## src/design/pprs_pkg.sv

```systemverilog
package pprs_pkg;

    localparam int SLOTS_DEF     = 16;
    localparam int QUANTUM_W     = 4;
    localparam logic [QUANTUM_W-1:0] QUANTUM_RESET = 4'd2;

    localparam logic KIND_ARRIVE = 1'b0;
    localparam logic KIND_TICK   = 1'b1;

    localparam logic [3:0] RUN_MAX = 4'hF;

    // one table entry: kept sorted by prio, FIFO among equal prio
    typedef struct packed {
        logic [3:0] id;
        logic [7:0] prio;
        logic [7:0] left;
        logic [3:0] run;
    } entry_t;

    localparam int ENTRY_W = $bits(entry_t);

    typedef struct packed {
        logic       kind;
        logic [3:0] job_id;
        logic [7:0] job_priority;
        logic [7:0] job_burst;
    } in_item_t;

    typedef struct packed {
        logic       arrival_preempts;
        logic       rotated;
        logic [3:0] preempted_job;
        logic       table_full;
        logic       finished_valid;
        logic [3:0] finished_job;
        logic       run_valid;
        logic [3:0] run_job;
        logic       context_switch;
        logic       queue_empty;
    } res_item_t;

endpackage

```

## src/design/preemptive_priority_rr_scheduler_core.sv

```systemverilog
// Channel   Signals                      Transfer
// input     start, busy, item            start & !busy at a rising edge
// result    done, result                 done high for one cycle, no back pressure
// config    cfg_valid, cfg_ready, cfg_data   cfg_valid & cfg_ready (ready always high)
//
// One sequencer walks the job table in a single-port-read RAM, each entry in a read
// step (address), then an evaluate step (compare and write back). An arrival shifts
// the entries that rank below it down one place and writes itself into the gap; a
// full table or an empty tick is answered without going busy. A tick may retire the
// head, rotate it and then run it. Reset clears the entry count and state; table
// contents need no clearing. The result is registered from the last step and appears
// while busy is already low, so the next item may start in that same cycle.
module preemptive_priority_rr_scheduler_core #(
    parameter int SLOTS = pprs_pkg::SLOTS_DEF
) (
    input  logic                           clk,
    input  logic                           rst_n,
    input  logic                           start,
    output logic                           busy,
    input  pprs_pkg::in_item_t             item,
    output logic                           done,
    output pprs_pkg::res_item_t            result,
    input  logic                           cfg_valid,
    output logic                           cfg_ready,
    input  logic [pprs_pkg::QUANTUM_W-1:0] cfg_data
);

    import pprs_pkg::*;

    localparam int AW = $clog2(SLOTS);

    logic [QUANTUM_W-1:0] quantum_reg;
    logic                 wr_en;
    logic [AW-1:0]        wr_addr;
    logic [ENTRY_W-1:0]   wr_data;
    logic [AW-1:0]        rd_addr;
    logic [ENTRY_W-1:0]   rd_data;

    assign cfg_ready = 1'b1;

    always_ff @(posedge clk or negedge rst_n)
    begin
        if (!rst_n)
        begin
            quantum_reg <= QUANTUM_RESET;
        end
        else if (cfg_valid && cfg_ready)
        begin
            quantum_reg <= cfg_data;
        end
    end

    pprs_ctrl #(
        .SLOTS(SLOTS)
    ) u_ctrl (
        .clk     (clk),
        .rst_n   (rst_n),
        .start   (start),
        .item    (item),
        .quantum (quantum_reg),
        .busy    (busy),
        .done    (done),
        .result  (result),
        .wr_en   (wr_en),
        .wr_addr (wr_addr),
        .wr_data (wr_data),
        .rd_addr (rd_addr),
        .rd_data (rd_data)
    );

    pprs_ram #(
        .WIDTH(ENTRY_W),
        .DEPTH(SLOTS)
    ) u_table (
        .clk     (clk),
        .wr_en   (wr_en),
        .wr_addr (wr_addr),
        .wr_data (wr_data),
        .rd_addr (rd_addr),
        .rd_data (rd_data)
    );

endmodule

```

## src/design/pprs_ram.sv

```systemverilog
module pprs_ram #(
    parameter int WIDTH = 8,
    parameter int DEPTH = 16
) (
    input  logic                     clk,
    input  logic                     wr_en,
    input  logic [$clog2(DEPTH)-1:0] wr_addr,
    input  logic [WIDTH-1:0]         wr_data,
    input  logic [$clog2(DEPTH)-1:0] rd_addr,
    output logic [WIDTH-1:0]         rd_data
);

    logic [WIDTH-1:0] mem [DEPTH];

    always_ff @(posedge clk)
    begin
        if (wr_en)
        begin
            mem[wr_addr] <= wr_data;
        end
        rd_data <= mem[rd_addr];
    end

endmodule

```

## src/design/pprs_ctrl.sv

```systemverilog
module pprs_ctrl #(
    parameter int SLOTS = 16
) (
    input  logic                         clk,
    input  logic                         rst_n,
    input  logic                         start,
    input  pprs_pkg::in_item_t           item,
    input  logic [pprs_pkg::QUANTUM_W-1:0] quantum,
    output logic                         busy,
    output logic                         done,
    output pprs_pkg::res_item_t          result,
    output logic                         wr_en,
    output logic [$clog2(SLOTS)-1:0]     wr_addr,
    output logic [pprs_pkg::ENTRY_W-1:0] wr_data,
    output logic [$clog2(SLOTS)-1:0]     rd_addr,
    input  logic [pprs_pkg::ENTRY_W-1:0] rd_data
);

    import pprs_pkg::*;

    localparam int AW = $clog2(SLOTS);
    localparam int CW = $clog2(SLOTS + 1);

    typedef enum logic [11:0] {
        S_IDLE   = 12'b0000_0000_0001,
        S_INS_RD = 12'b0000_0000_0010,
        S_INS_EV = 12'b0000_0000_0100,
        S_INS_WR = 12'b0000_0000_1000,
        S_HD_RD  = 12'b0000_0001_0000,
        S_HD_EV  = 12'b0000_0010_0000,
        S_RM_RD  = 12'b0000_0100_0000,
        S_RM_EV  = 12'b0000_1000_0000,
        S_ROT_RD = 12'b0001_0000_0000,
        S_ROT_EV = 12'b0010_0000_0000,
        S_ROT_WR = 12'b0100_0000_0000,
        S_RUN_WR = 12'b1000_0000_0000
    } state_t;

    state_t          state_reg, state_next;
    logic [CW-1:0]   count_reg, count_next;
    logic [AW-1:0]   ptr_reg, ptr_next;
    logic [AW-1:0]   wpos_reg, wpos_next;
    logic            done_reg, done_next;
    logic            ret_done_reg, ret_done_next;
    logic            rot_done_reg, rot_done_next;
    entry_t          hd_reg, hd_next;
    entry_t          new_reg, new_next;
    res_item_t       res_reg, res_next;

    entry_t          rd_entry;
    entry_t          hd_run;
    entry_t          hd_rot;
    logic [CW-1:0]   count_dec;
    logic [AW-1:0]   cnt_m1;
    logic [AW-1:0]   ptr_inc;
    logic [AW-1:0]   ptr_dec;
    logic [CW-1:0]   ptr_w;

    assign rd_entry  = entry_t'(rd_data);
    assign count_dec = count_reg - CW'(1);
    assign cnt_m1    = count_dec[AW-1:0];
    assign ptr_inc   = ptr_reg + AW'(1);
    assign ptr_dec   = ptr_reg - AW'(1);
    assign ptr_w     = CW'(ptr_reg);

    // head after one unit of run: time left stops at zero, run count saturates
    always_comb
    begin
        hd_run      = hd_reg;
        hd_run.left = (hd_reg.left == 8'd0) ? 8'd0 : hd_reg.left - 8'd1;
        hd_run.run  = (hd_reg.run == RUN_MAX) ? RUN_MAX : hd_reg.run + 4'd1;
        hd_rot      = hd_reg;
        hd_rot.run  = 4'd0;
    end

    always_comb
    begin
        state_next    = state_reg;
        count_next    = count_reg;
        ptr_next      = ptr_reg;
        wpos_next     = wpos_reg;
        done_next     = 1'b0;
        ret_done_next = ret_done_reg;
        rot_done_next = rot_done_reg;
        hd_next       = hd_reg;
        new_next      = new_reg;
        res_next      = res_reg;
        wr_en         = 1'b0;
        wr_addr       = ptr_reg;
        wr_data       = rd_data;
        rd_addr       = ptr_reg;

        unique case (state_reg)
            S_IDLE:
            begin
                if (start)
                begin
                    res_next      = '0;
                    ret_done_next = 1'b0;
                    rot_done_next = 1'b0;
                    if (item.kind == KIND_ARRIVE)
                    begin
                        if (count_reg == CW'(SLOTS))
                        begin
                            res_next.table_full = 1'b1;
                            done_next = 1'b1;
                        end
                        else
                        begin
                            new_next.id   = item.job_id;
                            new_next.prio = item.job_priority;
                            new_next.left = item.job_burst;
                            new_next.run  = 4'd0;
                            count_next    = count_reg + CW'(1);
                            if (count_reg == '0)
                            begin
                                wpos_next  = '0;
                                state_next = S_INS_WR;
                            end
                            else
                            begin
                                // scan from the tail toward the head
                                ptr_next   = cnt_m1;
                                state_next = S_INS_RD;
                            end
                        end
                    end
                    else
                    begin
                        if (count_reg == '0)
                        begin
                            done_next = 1'b1;
                        end
                        else
                        begin
                            state_next = S_HD_RD;
                        end
                    end
                end
            end

            S_INS_RD:
            begin
                state_next = S_INS_EV;
            end

            S_INS_EV:
            begin
                wr_en   = 1'b1;
                wr_addr = ptr_inc;
                if (rd_entry.prio > new_reg.prio)
                begin
                    wr_data = rd_data;
                    if (ptr_reg == '0)
                    begin
                        // new job lands at the head: it outranks the old head
                        res_next.arrival_preempts = 1'b1;
                        res_next.preempted_job    = rd_entry.id;
                        wpos_next  = '0;
                        state_next = S_INS_WR;
                    end
                    else
                    begin
                        ptr_next   = ptr_dec;
                        state_next = S_INS_RD;
                    end
                end
                else
                begin
                    wr_data    = ENTRY_W'(new_reg);
                    done_next  = 1'b1;
                    state_next = S_IDLE;
                end
            end

            S_INS_WR:
            begin
                wr_en      = 1'b1;
                wr_addr    = wpos_reg;
                wr_data    = ENTRY_W'(new_reg);
                done_next  = 1'b1;
                state_next = S_IDLE;
            end

            S_HD_RD:
            begin
                rd_addr    = '0;
                state_next = S_HD_EV;
            end

            S_HD_EV:
            begin
                hd_next       = rd_entry;
                ret_done_next = 1'b1;
                if (!ret_done_reg && rd_entry.left == 8'd0)
                begin
                    res_next.finished_valid = 1'b1;
                    res_next.finished_job   = rd_entry.id;
                    count_next = count_dec;
                    if (count_dec == '0)
                    begin
                        done_next  = 1'b1;
                        state_next = S_IDLE;
                    end
                    else
                    begin
                        res_next.context_switch = 1'b1;
                        ptr_next   = AW'(1);
                        state_next = S_RM_RD;
                    end
                end
                else if (!rot_done_reg && count_reg > CW'(1) && rd_entry.run >= quantum)
                begin
                    rot_done_next = 1'b1;
                    ptr_next      = AW'(1);
                    state_next    = S_ROT_RD;
                end
                else
                begin
                    state_next = S_RUN_WR;
                end
            end

            S_RM_RD:
            begin
                state_next = S_RM_EV;
            end

            S_RM_EV:
            begin
                // close the gap left by the retired head; count already reduced
                wr_en   = 1'b1;
                wr_addr = ptr_dec;
                wr_data = rd_data;
                if (ptr_w == count_reg)
                begin
                    state_next = S_HD_RD;
                end
                else
                begin
                    ptr_next   = ptr_inc;
                    state_next = S_RM_RD;
                end
            end

            S_ROT_RD:
            begin
                state_next = S_ROT_EV;
            end

            S_ROT_EV:
            begin
                if (rd_entry.prio == hd_reg.prio)
                begin
                    wr_en   = 1'b1;
                    wr_addr = ptr_dec;
                    wr_data = rd_data;
                    res_next.rotated       = 1'b1;
                    res_next.preempted_job = hd_reg.id;
                    if (ptr_w == count_dec)
                    begin
                        wpos_next  = ptr_reg;
                        state_next = S_ROT_WR;
                    end
                    else
                    begin
                        ptr_next   = ptr_inc;
                        state_next = S_ROT_RD;
                    end
                end
                else if (ptr_reg == AW'(1))
                begin
                    // no equal-priority peer: head keeps running
                    state_next = S_RUN_WR;
                end
                else
                begin
                    wpos_next  = ptr_dec;
                    state_next = S_ROT_WR;
                end
            end

            S_ROT_WR:
            begin
                wr_en      = 1'b1;
                wr_addr    = wpos_reg;
                wr_data    = ENTRY_W'(hd_rot);
                state_next = S_HD_RD;
            end

            S_RUN_WR:
            begin
                wr_en   = 1'b1;
                wr_addr = '0;
                wr_data = ENTRY_W'(hd_run);
                res_next.run_valid = 1'b1;
                res_next.run_job   = hd_reg.id;
                done_next  = 1'b1;
                state_next = S_IDLE;
            end

            default:
            begin
                state_next = S_IDLE;
            end
        endcase

        if (done_next)
        begin
            res_next.queue_empty = (count_next == '0);
        end
    end

    always_ff @(posedge clk or negedge rst_n)
    begin
        if (!rst_n)
        begin
            state_reg    <= S_IDLE;
            count_reg    <= '0;
            done_reg     <= 1'b0;
            ret_done_reg <= 1'b0;
            rot_done_reg <= 1'b0;
        end
        else
        begin
            state_reg    <= state_next;
            count_reg    <= count_next;
            done_reg     <= done_next;
            ret_done_reg <= ret_done_next;
            rot_done_reg <= rot_done_next;
        end
    end

    always_ff @(posedge clk)
    begin
        ptr_reg  <= ptr_next;
        wpos_reg <= wpos_next;
        hd_reg   <= hd_next;
        new_reg  <= new_next;
        res_reg  <= res_next;
    end

    assign busy   = (state_reg != S_IDLE);
    assign done   = done_reg;
    assign result = res_reg;

endmodule

```

## config.mk

```make
export PLATFORM = sky130hd
export DESIGN_NAME = preemptive_priority_rr_scheduler_core
export DESIGN_NICKNAME = d
export VERILOG_FILES = /design/src/design/pprs_pkg.sv /design/src/design/preemptive_priority_rr_scheduler_core.sv /design/src/design/pprs_ram.sv /design/src/design/pprs_ctrl.sv
export SDC_FILE = /design/constraint.sdc
export NUM_CORES = 1
export LEC_CHECK = 0
export BUFFER_PORTS_ARGS = -buffer_cell sky130_fd_sc_hd__buf_2
export CORE_ASPECT_RATIO = 1.4
export CORE_UTILIZATION = 50
export CTS_BUF_LIST = sky130_fd_sc_hd__clkbuf_4 sky130_fd_sc_hd__clkbuf_8 sky130_fd_sc_hd__clkbuf_16
export DETAILED_ROUTE_END_ITERATION = 10
export GPL_ROUTABILITY_DRIVEN = 0
export HOLD_SLACK_MARGIN = 0.02
export PLACE_DENSITY = 0.76
export SYNTH_ARGS = -nofsm -noshare
export SYNTH_HDL_FRONTEND = slang
export SYNTH_HIERARCHICAL = 1
export SYNTH_SLANG_ARGS = --single-unit
export TNS_END_PERCENT = 50
```

## constraint.sdc

```tcl
create_clock -name clk -period 4.3 [get_ports clk]
set_input_delay 0.645 -clock clk [delete_from_list [all_inputs] [get_ports clk]]
set_output_delay 0.645 -clock clk [all_outputs]
set_load 0.01 [all_outputs]
```

Word level (Yosys, flattened, before mapping)
Memories as Yosys holds them, arrays and structs flattened. A register that Yosys moved wholly into a read port is not among the register bits.
Cells that the tools add are included.
Cells by class
  add/subtract/negate cells: 6
  multiply operators: 0
  div/mod/pow operators: 0
  $lt $le $gt $ge: 3
  eq/ne operators: 40
  shift-type cells: 0
  muxes and demuxes: 85
  bitwise operators: 2
  reduce and logical (&&, ||, !) cells: 36
Operators with widths (count)
  one-hot mux 12 bit (10 select lines): 1
  2-to-1 mux 4 bit: 28
  2-to-1 mux 12 bit: 9
  one-hot mux 24 bit (4 select lines): 1
  one-hot mux 4 bit (5 select lines): 2
  2-to-1 mux 5 bit: 6
  one-hot mux 5 bit (2 select lines): 3
  2-to-1 mux 24 bit: 1
  one-hot mux 4 bit (3 select lines): 2
  2-to-1 mux 1 bit: 20
  2-to-1 mux 19 bit: 1
  != test 2 bit (second input constant): 9
  zero test 8 bit: 2
  AND reduction 4 bit: 4
  zero test 5 bit: 3
  2-to-1 mux 7 bit: 2
  == test 12 x 1 -> 1 bit (second input constant): 1
  == test 12 x 10 -> 1 bit (second input constant): 1
  == test 12 x 11 -> 1 bit (second input constant): 1
  == test 12 bit (second input constant): 1
  == test 12 x 2 -> 1 bit (second input constant): 1
  == test 12 x 3 -> 1 bit (second input constant): 1
  == test 12 x 4 -> 1 bit (second input constant): 1
  == test 12 x 5 -> 1 bit (second input constant): 1
  other kinds (40): 70
Word-level totals
  register bits: 95
  bits in latches: 0
  memory bits (writable): 384
  memory bits (read-only): 0
  bits of input ports: 29
  logic and storage cells: 198
  memories: 1
Memory list
  u_table.mem: depth 16, bits a word 24, read ports 1, clocked after Yosys merged registers in 1, wr ports 1, RTL line pprs_ram.sv:13  | logic [WIDTH-1:0] mem [DEPTH];

Depth between registers and ports, before layout
  word-level depth: 7
  mapped depth: 12
  mapped depth without buffers: 8

Modules after synthesis
Netlist, hierarchy kept.
Modules (own cells, without submodules)
  pprs_ram: times used 1, cells each 636, area each 14930.6 um^2, seq. area each 12011.5 um^2
  pprs_ctrl: times used 1, cells each 543, area each 5526.6 um^2, seq. area each 2633.8 um^2
  preemptive_priority_rr_scheduler_core: times used 1, cells each 10, area each 157.7 um^2, seq. area each 101.3 um^2

Least setup slack after synthesis
No wires, ideal clock.
  path type: flip-flop to flip-flop
  start: reg u_ctrl.state_reg[10]
  end: mem u_table/mem[0][0] (netlist name), enable pin
  library setup time: 0.435 ns
  arrival time: 4.139 ns
  setup slack: -0.274 ns
  cell stages (with the launch flop): 10
  period minus slack after synthesis: 4.574 ns
  cells stage by stage: dfrtp_1 -> clkbuf_1 -> nor4_2 -> and2_1 -> nand3_1 -> o211ai_1 -> o211a_1 -> o21ai_0 -> or3b_2 -> nor3_1
On the way
  longest elaborated chain between the ends: 5
  elaborated cells on any way between the ends: 12
  those cells by class: eq/ne: 6; mux: 4; reduce/logical: 2
RTL lines
  start, declared: RTL line pprs_ctrl.sv:39  | state_t state_reg, state_next;
  start signal, assigned: RTL line pprs_ctrl.sv:326  | state_reg <= state_next;
  == test 12 x 4 -> 1 bit (tied with other cells): RTL line pprs_ctrl.sv:93  | unique case (state_reg)
  OR reduction 5 bit (no line)
  one-hot mux 1 bit (2 select lines) (*): RTL line pprs_ctrl.sv:93
  named net wr_en: RTL line preemptive_priority_rr_scheduler_core.sv:33  | logic wr_en;
  2-to-1 mux 1 bit (*): RTL line pprs_ram.sv:17  | if (wr_en)
  2-to-1 mux 1 bit (implied by the code) (*): RTL line pprs_ram.sv:19  | mem[wr_addr] <= wr_data;
  end, declared: RTL line pprs_ram.sv:13
The timed path passes the listed nets; every way through them passes the cells marked *.

Final worst setup path
  start: reg u_ctrl.state_reg[7]
  end: mem u_table/mem[1][23] (netlist name), enable pin
On the way
  elaborated cells on any way between the ends: 12
  those cells by class: eq/ne: 6; mux: 4; reduce/logical: 2
RTL lines
  == test 12 x 4 -> 1 bit / == test 12 x 11 -> 1 bit (equally long branches): RTL line pprs_ctrl.sv:93
  OR reduction 2 bit (no line)
  one-hot mux 4 bit (5 select lines) (*): RTL line pprs_ctrl.sv:93
  named net wr_addr[0]: RTL line preemptive_priority_rr_scheduler_core.sv:34  | logic [AW-1:0] wr_addr;
Marks and branches as above.

==> results_dict.tcl <==
set metrics [dict create \
    avgViaCountPerCell 6.20 \
    syn_inst 1189 \
    p_leak_uw 0.00793 \
    crit_required_ns 4.51 \
    grt_pass1_vias 11600 \
    clockBufferDepth 3 \
    p_per_area_nw_per_um2 633 \
    final_area_sq_um 23400 \
    setup_tns_ns 0 \
    grt_max_degree 39 \
    grt_use_total 0.225 \
    sw_frac_of_total 0.307 \
    multi_input_area_sq_um 5590 \
    slew_headroom 0.253 \
    dp_cells 1757 \
    intPower_uw 10300 \
    combPwrFrac 0.258 \
    synth_ff_type "edfxtp_1" \
    crit_path_start_kind "register" \
    p_sw_uw 4530 \
    drtPass1Iterations 6 \
    pin_count 51 \
    finalSetupViolCount 0 \
    vias 11400 \
    dpl_cell_area_sq_um 21800 \
    rsz0062_at_grt "no" \
    grt_pass1_wl_mm 70.5 \
    whs_ns 0.0890 \
    overflow 0 \
    area_growth_pct 13.3 \
    numCtsBuffers 45 \
    syn_area_per_cell_sq_um 17.3 \
    ant_nets 0 \
    cts_tree "done" \
    maxCapViolCount 0 \
    p_seq_frac 0.453 \
    syn_nets 1240 \
    postCtsSetupBuffers 0 \
    ys_seq_area_frac 0.715 \
    cts.reportedPaths.clkPinSlew_ns 0.06 \
    yosys_warnings 6 \
    wl_per_cell_um 25.4 \
    insertion_delay_ns 0.57 \
    mostFrequentLayoutCells "edfxtp_1, mux4_2, nand2_1" \
    clock.fmax_mhz 252 \
    regArea_sq_um 14700 \
    antenna_cells 0 \
    fin_crit_ns 3.97 \
    ys_ff_latch 503 \
    drcViolationCount 0 \
    port_buffers 49 \
    ctsResizeCount 0 \
    final_hold_viol_count 0 \
    fin_crit_sh 0.923 \
    syn-cell-area_sq_um 20600 \
    first_iter_violations 1233 \
    htree_levels 2 \
    antenna_found_initial 0 \
    fillCellCount 2955 \
    hold_path.class "in2async" \
    dieArea_sq_um 42100 \
    crit_type "reg2reg" \
    die_y_um 242 \
    fin_skew_ns 0.0203 \
    cp.arrival_ns 4.18 \
    routed_wl_mm 46.8 \
    status "finished, final reports clean" \
    die_w_um 174 \
    drive_gt1_frac 0.246 \
    async_reset_ff_frac 0.0477 \
    final_cells 1839 \
    start_util 0.509 \
    synth-edff-count 455 \
    tightest_slew_ns 1.12 \
    power_frac_clock 0.289 \
    core_region_area_sq_um 40500 \
    dp_hpwl_mm 30.2 \
    vdd_drop_max_v 0.000310 \
    clockRootBuffer "clkbuf_16" \
    final_nets 1321 \
    critPathMaxFanout 24 \
    rows 87 \
    hold_buffers 0 \
    clock_sinks 503 \
    worstSetupEndpointType "register" \
    final_common_cell "edfxtp_1" \
    preCtsSetupSlack_ns 0.490 \
    worst_slack_ns 0.330 \
    maxSlewViolCount 0 \
    synthDistinctLibCells 74 \
    largest_register_ffs 384 \
]
per-layer routing:
metal	routed length [um]	GRT usage	vias up	part of all wire
met5	0	0	-	0
met4	1880	0.0942	0	0.040
met3	3050	0.0323	106	0.065
met2	24100	0.388	547	0.51
met1	17800	0.285	5817	0.38
li1	-	-	4923	-
power by group through the flow:
stage / logic, uW / clock network [uW] / registers (uW)
global route: 4090 / 4490 / 6730
CTS: 3810 / 4330 / 6690
global placement: 3680 / 0 / 6770
finish: 3820 / 4270 / 6690
detailed placement: 3780 / 0 / 6790
floorplan: 2500 / 0 / 6640
critical path, cell delays in order (launching register included):
cell      delay [ns]
dfrtp_1         0.48
or4_1           0.58
nor3_2          0.19
nand2_1         0.10
nor4_1          0.75
a22o_1          0.58
nand2b_1        0.38
nor2_4          0.18
buf_4           0.38
through the flow:
step	total power [uW]	utilization
floorplan	9150	-
global placement	10400	0.538
detailed placement	10600	0.538
CTS	14800	0.577
global route	15300	0.577
finish	14800	0.577
path summary, 6_finish.rpt:
kind                                                 start                              end  slack, ns  cells after the start
min                                                  rst_n  u_ctrl/rot_done_reg$_DFFE_PN0P_       0.09                      1
min in group clk                                   item[0]      u_ctrl/new_reg[4]$_DFFE_PP_       0.25                      1
max in group asynchronous                            rst_n    u_ctrl/count_reg[4]$_DFF_PN0_       3.83                      1
max reg2reg                u_ctrl/state_reg[7]$_DFFE_PN0P_     u_table/mem[1][23]$_DFFE_PP_       0.33                      8
min reg2reg                     u_table/rd_data[8]$_DFF_P_       u_ctrl/hd_reg[8]$_DFFE_PP_       0.47                      0
max                        u_ctrl/state_reg[7]$_DFFE_PN0P_     u_table/mem[1][23]$_DFFE_PP_       0.33                      8
cell type report:
class / count / share of cell area
Clock buffer: 61 / 0.0544
Inverter: 32 / 0.00514
Timing Repair Buffer: 97 / 0.0275
Multi-Input combinational cell: 591 / 0.239
Tap cell: 534 / 0.0286
Clock inverter: 21 / 0.0137
Sequential cell: 503 / 0.631
cell families after synthesis:
family / count (synthesis) / synth area share
compound gates: 170 / 0.0602
xor+xnor: 33 / 0.0144
fa+ha+maj: 22 / 0.0134
buf+inv: 95 / 0.0209
flops: 503 / 0.715
mux: 103 / 0.109
other cells: 1 / 0.000182
simple gates: 262 / 0.0670
cells in the mapped netlist, types with 3 or more instances:
cell       number  area (sq um)
a211oi_1        4          30.0
a21o_1          3          22.5
a21oi_1        25           125
a221o_1        20           200
a22o_1          5          43.8
a22oi_1        53           398
a31oi_1         3          18.8
and2_1         27           169
and3_1          3          18.8
buf_2          15          75.1
buf_6           7          78.8
clkbuf_1       39           146
dfrtp_1        22           551
dfxtp_1        24           480
edfxtp_1      455         13700
ha_1           22           275
inv_1          29           109
mux2_2          5          56.3
mux4_2         96          2160
nand2_1        75           282
nand2b_1       11          68.8
nand3_1        18          90.1
nand3b_1        5          37.5
nand4_1        11          68.8
nor2_1         44           165
nor2b_1        10          62.6
nor3_1         23           115
nor4_1          9          56.3
nor4_2          4          50.1
nor4b_1         4          35.0
o211a_1         3          30.0
o211ai_1        4          30.0
o21a_1          3          22.5
o21ai_0        22           110
o221ai_1        3          26.3
o22ai_1         3          18.8
o2bb2ai_1       4          35.0
or4_1           3          22.5
xnor2_1        16           140
xor2_1         16           140
(Power assumes the default switching activity.)
